--- config.mk ---
export PLATFORM = sky130hd
export DESIGN_NAME = energy_voice_activity_detector_top
export DESIGN_NICKNAME = d
export VERILOG_FILES = /design/src/design/evad_pkg.sv /design/src/design/evad_regs.sv /design/src/design/energy_voice_activity_detector_top.sv
export SDC_FILE = /design/constraint.sdc
export NUM_CORES = 1
export LEC_CHECK = 0
export ABC_AREA = 1
export BUFFER_PORTS_ARGS = -buffer_cell sky130_fd_sc_hd__clkbuf_2
export CAP_MARGIN = 20
export CORE_MARGIN = 2
export CORE_UTILIZATION = 51
export CTS_BUF_LIST = sky130_fd_sc_hd__clkbuf_8
export DETAILED_ROUTE_END_ITERATION = 8
export GPL_ROUTABILITY_DRIVEN = 0
export PLACE_DENSITY = 0.72
export SETUP_SLACK_MARGIN = 0.1
export SLEW_MARGIN = 20
export SYNTH_ARGS = -nofsm -noshare
export SYNTH_HDL_FRONTEND = slang
export SYNTH_HIERARCHICAL = 1
export SYNTH_SLANG_ARGS = --single-unit
--- constraint.sdc ---
create_clock -name i_clk -period 16.4 [get_ports i_clk]
set_clock_uncertainty 0.05 [all_clocks]
set_input_delay 1.64 -clock i_clk [delete_from_list [all_inputs] [get_ports i_clk]]
set_output_delay 1.64 -clock i_clk [all_outputs]
set_load 0.03 [all_outputs]
--- src/design/evad_pkg.sv ---
// Shared types and constants for the energy voice activity detector.
// Holds register reset values, register index codes and the config bundle.
// No dependencies.
package evad_pkg;

    localparam int unsigned ADDR_W    = 5;
    localparam int unsigned DATA_W    = 32;
    localparam int unsigned AMP_W     = 16;
    localparam int unsigned THR_W     = 19;
    localparam int unsigned LOUD_W    = 4;
    localparam int unsigned QUIET_W   = 3;
    localparam int unsigned AVG_SHIFT = 6;   // floor update is a running average that weights each new sample by 1/64

    localparam logic [2:0]  RST_FLOOR_GAIN    = 3'd3;
    localparam logic [11:0] RST_THRESH_OFFSET = 12'd250;
    localparam logic [15:0] RST_THRESH_MIN    = 16'd650;
    localparam logic [3:0]  RST_ONSET_COUNT   = 4'd8;
    localparam logic [2:0]  RST_RELEASE_COUNT = 3'd6;
    localparam logic [15:0] RST_FLOOR_START   = 16'd100;

    typedef enum logic [2:0] {
        REG_FLOOR_GAIN    = 3'd0,
        REG_THRESH_OFFSET = 3'd1,
        REG_THRESH_MIN    = 3'd2,
        REG_ONSET_COUNT   = 3'd3,
        REG_RELEASE_COUNT = 3'd4,
        REG_FLOOR_START   = 3'd5
    } t_reg_idx;

    typedef struct packed {
        logic [2:0]  floor_gain;
        logic [11:0] threshold_offset;
        logic [15:0] threshold_min;
        logic [3:0]  onset_count;
        logic [2:0]  release_count;
        logic [15:0] floor_start;
    } t_cfg;

endpackage

--- src/design/evad_regs.sv ---
// APB-style configuration register file for the voice activity detector.
// Depends on evad_pkg for the register codes, reset values and t_cfg.
module evad_regs
    import evad_pkg::*;
(
    input  logic              i_clk,
    input  logic              i_rst_n,
    input  logic              psel,
    input  logic              penable,
    input  logic              pwrite,
    input  logic [ADDR_W-1:0] paddr,
    input  logic [DATA_W-1:0] pwdata,
    output logic [DATA_W-1:0] prdata,
    output logic              pready,
    output t_cfg              o_cfg
);

    t_cfg     r_cfg;
    t_cfg     n_cfg;
    t_reg_idx w_idx;
    logic     w_wr;

    assign pready = 1'b1;
    assign w_idx  = t_reg_idx'(paddr[ADDR_W-1:2]);
    assign w_wr   = psel & penable & pwrite & pready;

    always_comb begin
        n_cfg = r_cfg;
        if (w_wr) begin
            unique case (w_idx)
                REG_FLOOR_GAIN:    n_cfg.floor_gain       = pwdata[2:0];
                REG_THRESH_OFFSET: n_cfg.threshold_offset = pwdata[11:0];
                REG_THRESH_MIN:    n_cfg.threshold_min    = pwdata[15:0];
                REG_ONSET_COUNT:   n_cfg.onset_count      = pwdata[3:0];
                REG_RELEASE_COUNT: n_cfg.release_count    = pwdata[2:0];
                REG_FLOOR_START:   n_cfg.floor_start      = pwdata[15:0];
                default:           n_cfg                  = r_cfg;  // drop unmapped writes
            endcase
        end
    end

    always_comb begin
        unique case (w_idx)
            REG_FLOOR_GAIN:    prdata = {29'd0, r_cfg.floor_gain};
            REG_THRESH_OFFSET: prdata = {20'd0, r_cfg.threshold_offset};
            REG_THRESH_MIN:    prdata = {16'd0, r_cfg.threshold_min};
            REG_ONSET_COUNT:   prdata = {28'd0, r_cfg.onset_count};
            REG_RELEASE_COUNT: prdata = {29'd0, r_cfg.release_count};
            REG_FLOOR_START:   prdata = {16'd0, r_cfg.floor_start};
            default:           prdata = '0;
        endcase
    end

    always_ff @(posedge i_clk) begin
        if (!i_rst_n) begin
            r_cfg.floor_gain       <= RST_FLOOR_GAIN;
            r_cfg.threshold_offset <= RST_THRESH_OFFSET;
            r_cfg.threshold_min    <= RST_THRESH_MIN;
            r_cfg.onset_count      <= RST_ONSET_COUNT;
            r_cfg.release_count    <= RST_RELEASE_COUNT;
            r_cfg.floor_start      <= RST_FLOOR_START;
        end else begin
            r_cfg <= n_cfg;
        end
    end

    assign o_cfg = r_cfg;

endmodule

--- src/design/energy_voice_activity_detector_top.sv ---
// Top level of the energy voice activity detector with adaptive noise floor.
// Depends on evad_pkg and evad_regs.
//
//   channel   direction  handshake                    payload
//   -------   ---------  ---------------------------  -------------------------------------
//   sample    in         i_valid / o_ready            i_amplitude
//   result    out        o_valid / i_ready            o_voice_active, o_noise_floor,
//                                                     o_threshold
//   config    in         psel, penable, pwrite/pready paddr, pwdata, prdata
//
// Each sample passes through two registers on its way to a result: the input register,
// then the threshold/floor logic into the result register. A new sample is taken every
// cycle while the result is not stalled; the throughput is set by the state update loop
// (floor, run counters, activity flag) that each sample closes before the next.
// Reset (synchronous, active low) clears the valid flags of both stages, all detector
// state and the registers to their defaults. A stalled result holds; the input register
// advances into the result register as soon as the result is taken, so o_ready stays high
// while the result register is empty or draining.
module energy_voice_activity_detector_top
    import evad_pkg::*;
(
    input  logic              i_clk,
    input  logic              i_rst_n,
    // sample input
    input  logic              i_valid,
    output logic              o_ready,
    input  logic [AMP_W-1:0]  i_amplitude,
    // result output
    output logic              o_valid,
    input  logic              i_ready,
    output logic              o_voice_active,
    output logic [15:0]       o_noise_floor,
    output logic [THR_W-1:0]  o_threshold,
    // configuration
    input  logic              psel,
    input  logic              penable,
    input  logic              pwrite,
    input  logic [ADDR_W-1:0] paddr,
    input  logic [DATA_W-1:0] pwdata,
    output logic [DATA_W-1:0] prdata,
    output logic              pready
);

    t_cfg w_cfg;

    evad_regs u_regs (
        .i_clk   (i_clk),
        .i_rst_n (i_rst_n),
        .psel    (psel),
        .penable (penable),
        .pwrite  (pwrite),
        .paddr   (paddr),
        .pwdata  (pwdata),
        .prdata  (prdata),
        .pready  (pready),
        .o_cfg   (w_cfg)
    );

    // Pipeline control
    logic               r_in_valid;
    logic [AMP_W-1:0]   r_amp;
    logic               r_out_valid;
    logic               w_out_adv;   // result register can load this cycle
    logic               w_fire;      // input register moves into the result register

    assign w_out_adv = !r_out_valid || i_ready;
    assign w_fire    = r_in_valid && w_out_adv;
    assign o_ready   = !r_in_valid || w_out_adv;

    // Detector state
    logic [15:0]        r_floor;
    logic [LOUD_W-1:0]  r_loud_run;
    logic [QUIET_W-1:0] r_quiet_run;
    logic               r_active;

    logic [15:0]        n_floor;
    logic [LOUD_W-1:0]  n_loud_run;
    logic [QUIET_W-1:0] n_quiet_run;
    logic               n_active;

    logic [15:0]        w_floor_eff;
    logic [THR_W-1:0]   w_thr_sum;
    logic [THR_W-1:0]   w_thr;
    logic               w_loud;
    logic [21:0]        w_avg_acc;

    always_comb begin
        // A zero floor restarts from the programmed start value.
        w_floor_eff = (r_floor == '0) ? w_cfg.floor_start : r_floor;
        // Threshold: floor * gain + offset, clamped from below; max fits 19 bits.
        w_thr_sum = THR_W'(w_floor_eff) * THR_W'(w_cfg.floor_gain)
                  + THR_W'(w_cfg.threshold_offset);
        w_thr     = (w_thr_sum < THR_W'(w_cfg.threshold_min))
                  ? THR_W'(w_cfg.threshold_min) : w_thr_sum;
        w_loud    = THR_W'(r_amp) > w_thr;
        // floor*63 + amp, written as floor*64 - floor + amp
        w_avg_acc = {w_floor_eff, 6'd0} - 22'(w_floor_eff) + 22'(r_amp);

        n_loud_run  = r_loud_run;
        n_quiet_run = r_quiet_run;
        n_active    = r_active;
        n_floor     = w_floor_eff;
        if (w_loud) begin
            n_quiet_run = '0;
            // Hold a run already at or past the onset count.
            if (r_loud_run < w_cfg.onset_count) begin
                n_loud_run = r_loud_run + LOUD_W'(1);
            end
            if (n_loud_run >= w_cfg.onset_count) begin
                n_active = 1'b1;
            end
        end else begin
            n_loud_run = '0;
            if (r_quiet_run < w_cfg.release_count) begin
                n_quiet_run = r_quiet_run + QUIET_W'(1);
            end
            if (n_quiet_run >= w_cfg.release_count) begin
                n_active = 1'b0;
            end
            // Quiet samples pull the floor toward the amplitude.
            n_floor = w_avg_acc[AVG_SHIFT +: 16];
        end
    end

    // Control and state registers
    always_ff @(posedge i_clk) begin
        if (!i_rst_n) begin
            r_in_valid  <= 1'b0;
            r_out_valid <= 1'b0;
            r_floor     <= '0;
            r_loud_run  <= '0;
            r_quiet_run <= '0;
            r_active    <= 1'b0;
        end else begin
            if (o_ready) begin
                r_in_valid <= i_valid;
            end
            if (w_out_adv) begin
                r_out_valid <= r_in_valid;
            end
            if (w_fire) begin
                r_floor     <= n_floor;
                r_loud_run  <= n_loud_run;
                r_quiet_run <= n_quiet_run;
                r_active    <= n_active;
            end
        end
    end

    // Payload registers
    logic               r_res_active;
    logic [15:0]        r_res_floor;
    logic [THR_W-1:0]   r_res_thr;

    always_ff @(posedge i_clk) begin
        if (o_ready && i_valid) begin
            r_amp <= i_amplitude;
        end
        if (w_fire) begin
            r_res_active <= n_active;
            r_res_floor  <= n_floor;
            r_res_thr    <= w_thr;
        end
    end

    assign o_valid        = r_out_valid;
    assign o_voice_active = r_res_active;
    assign o_noise_floor  = r_res_floor;
    assign o_threshold    = r_res_thr;

endmodule

==> summary.md <==
## Global route
- 8814 — vias in the first global route
- 57 — largest net degree at the start of global routing
- 44700 um — first-pass GRT wire length
- 0 — remaining global-route overflow
- 0.263 — GRT Overall Usage
- 0 — initial antenna violation count

## Synth
- 6 — number of warnings printed during yosys synthesis
- 0.152 — share of Yosys cell area claimed by the top area cell type
- sky130_fd_sc_hd__nand2_1 — top-count cell post-synth
- 0 — proportion of synthesized flip-flops having asynchronous set or reset
- 48 — post-synthesis cell type count
- sky130_fd_sc_hd__dfxtp_1 — most instantiated flip-flop cell in the synthesis netlist
- 10500 um2 — Netlist Area Pre-Place
- 0.300 — proportion of synthesized chip area in sequential cells
- 7.19 um2 — synthesized area per cell
- 1465 — cell count after synthesis
- sky130_fd_sc_hd__dfxtp_1 (15%), sky130_fd_sc_hd__edfxtp_1 (15%), sky130_fd_sc_hd__nand2_1 (14%), sky130_fd_sc_hd__ha_1 (11%), sky130_fd_sc_hd__inv_1 (8.6%) — leading post-synthesis cells by cell area
- 52 — number of enable flip-flop cells after synthesis
- sky130_fd_sc_hd__nand2_1 (380), sky130_fd_sc_hd__inv_1 (242), sky130_fd_sc_hd__nor2_1 (168) — commonest cells in the synthesized netlist
- 132 — synthesis-stage register bit count
- sky130_fd_sc_hd__dfxtp_1 — Synth area leader

## Worst hold path
- u_regs/o_cfg[43] — min-delay src
- 2 — number of instances on the worst hold path
- flip-flop to flip-flop — class of the tightest hold or removal check

## Route
- 687 — number of violations reported at the end of detailed-routing iteration 0
- 9554 — via count
- 0 — number of remaining DRC errors
- 6 — Initial DRT Pass Iterations
- 0 — remaining number of nets flagged by the antenna check after routing
- 28200 um — final wirelength
- 15.5 um — detail-routed net length per standard cell
- 5.24 — number of vias per cell after detailed routing

## Die
- 148 um — vertical die dimension
- 131 — ports placed on the boundary
- 0.521 — Initial Utilization
- 21800 um2 — die area
- 20200 um2 — placeable core region
- 52 — Placement Rows
- 148 um — die width

## STA
- 0 — final number of hold-violating endpoints
- 1.02 ns — measured slew at the worst slew-check pin
- 0.321 — worst slew slack as a fraction of its limit
- 8.12 ns — crit path setup slack, layout
- no — unrepaired setup endpoints after global routing
- 0.505 — fraction of the cycle the final worst path needs
- 0 ns — Total Negative Setup Slacks
- 8.28 ns — fin crit period
- 0 — number of max-slew violations in the final report
- 121 MHz — Max Clock Freq
- 0 — final setup vio count

## Setup path
- flip-flop to flip-flop — Setup CP Type
- sky130_fd_sc_hd__o21ai_0 — Max stage delay cell, worst path
- sky130_fd_sc_hd__nand2_1 — most common cell type on the critical path
- 0.61 ns — largest stage delay on the critical path
- 8.64 ns — worst path arrival time
- r_floor[11] — Crit Reg-Reg Startpoint
- 16.76 ns — data required time at the worst endpoint
- r_floor[11] — CP Launch Point
- 47 — path depth of the worst reg2reg path
- 28 — maximum fanout encountered on the critical timing path
- flip-flop — critical path endpoint category
- flip-flop — category of the worst setup path launch point

## Clock tree
- done — clock tree from TritonCTS
- 0 — cts-stage hold buffer count
- 0.46 ns — source-to-sink clock delay at the later pin of the worst-skew pair
- 17 — CTS buffer count
- 132 — number of sinks handled by clock tree synthesis
- sky130_fd_sc_hd__clkbuf_8 — buffer type at the clock tree root
- 0.08 ns — post-CTS clock slew at the launch and capture registers of the worst setup and hold paths
- 2 — Max Buffers Root-to-Sink
- 0 — number of post-CTS setup repair buffers
- 4 — level count of the clock H-tree
- 0 — Resized Gates After CTS

## Final layout
- 0 — ant diodes
- 8.56% — area delta synth->final
- 0.112 — fraction of layout cells with a size suffix above 1
- 1732 — number of nets in the layout
- 1962 — fill cell total of the finished layout

## Placement
- 22200 um — DPL Wire Length
- 95 — count of buffers inserted at the top-level ports
- 8.38 ns — worst slack at placement

## Run
- 0 — max-cap violation count

## Power and ir drop
- 147 nW/um2 — Power per Cell Area
- 6.05 nW — leak pwr
- 68.1 uV — worst-case vdd ir drop

## Run status
- complete, no violations — run status

## power breakdown
group | leakage [nW] | internal [mW] | switching, mW | total, mW
sequential | 1.15 | 0.403 | 0.0150 | 0.418
clock | 0.208 | 0.136 | 0.135 | 0.271
combinational | 4.69 | 0.311 | 0.679 | 0.990
## area by class of cell
cell class	count	area, um2	area share
clock inverters	13	123	0.0107
repair buffers	96	483	0.0422
inverters	249	940	0.0821
multi-input cells	1045	6150	0.537
well taps	270	338	0.0295
clock buffers	18	248	0.0217
flip-flops and latches	132	3160	0.276
## cell usage in the layout, fill, tap and decap left out, types with 36 or more instances in the layout
master / n
sky130_fd_sc_hd__a21oi_1: 77
sky130_fd_sc_hd__clkbuf_2: 94
sky130_fd_sc_hd__dfxtp_1: 80
sky130_fd_sc_hd__edfxtp_1: 52
sky130_fd_sc_hd__ha_1: 96
sky130_fd_sc_hd__inv_1: 245
sky130_fd_sc_hd__nand2_1: 380
sky130_fd_sc_hd__nand3_1: 110
sky130_fd_sc_hd__nor2_1: 168
sky130_fd_sc_hd__o21ai_0: 36
## state kept, by name (all words and copies together), names as in the netlist
register        flops
o_noise_floor      16
o_voice_active      1
r_floor            16
r_active            1
o_valid             1
u_regs/o_cfg       54
r_amp              16
r_in_valid          1
r_quiet_run         3
o_threshold        19
r_loud_run          4
## path summary, 6_finish.rpt
path / end / slack, ns
hold reg to reg: u_regs/o_cfg[43] / 0.44
setup reg to reg: r_floor[5] / 8.12
hold / removal: u_regs/o_cfg[43] / 0.44
setup / recovery: r_floor[5] / 8.12
## cell families after synthesis
| group | after synthesis | synth area share |
|---|---|---|
| buffers and inverters | 303 | 0.122 |
| AO/OA/AOI/OAI | 151 | 0.0808 |
| XOR/XNOR | 26 | 0.0216 |
| other | 2 | 0.000713 |
| adder cells (fa/ha/maj) | 131 | 0.180 |
| multiplexers | 2 | 0.00214 |
| AND/OR/NAND/NOR | 718 | 0.292 |
| flip-flops | 132 | 0.300 |
## layer usage
layer	global-route usage	routed length, um
met1	0.366	12800
met2	0.415	12600
met3	0.0460	2080
met4	0.0899	728
met5	0	0
## metrics by stage
stage | total power, mW | util | instance area, um2 | std cells | hold WS [ns]
floorplan | 1.16 | - | 10600 | 1480 | 0.401
global placement | 1.37 | 0.547 | 11100 | 1792 | 0.415
detailed placement | 1.39 | 0.547 | 11100 | 1792 | 0.427
CTS | 1.67 | 0.565 | 11400 | 1823 | 0.445
global route | 1.82 | 0.565 | 11400 | 1823 | 0.464
finish | 1.68 | 0.565 | 11400 | 1823 | 0.443
## critical path: cells and delay by family, from the launching register on
kind | cells | cell delay, ns
flip-flops | 1 | 0.34
buffers and inverters | 5 | 0.75
adder cells (fa/ha/maj) | 5 | 1.65
AND/OR/NAND/NOR | 28 | 3.42
XOR/XNOR | 1 | 0.30
AO/OA/AOI/OAI | 8 | 1.71
Power figures use the tool's default switching activity.
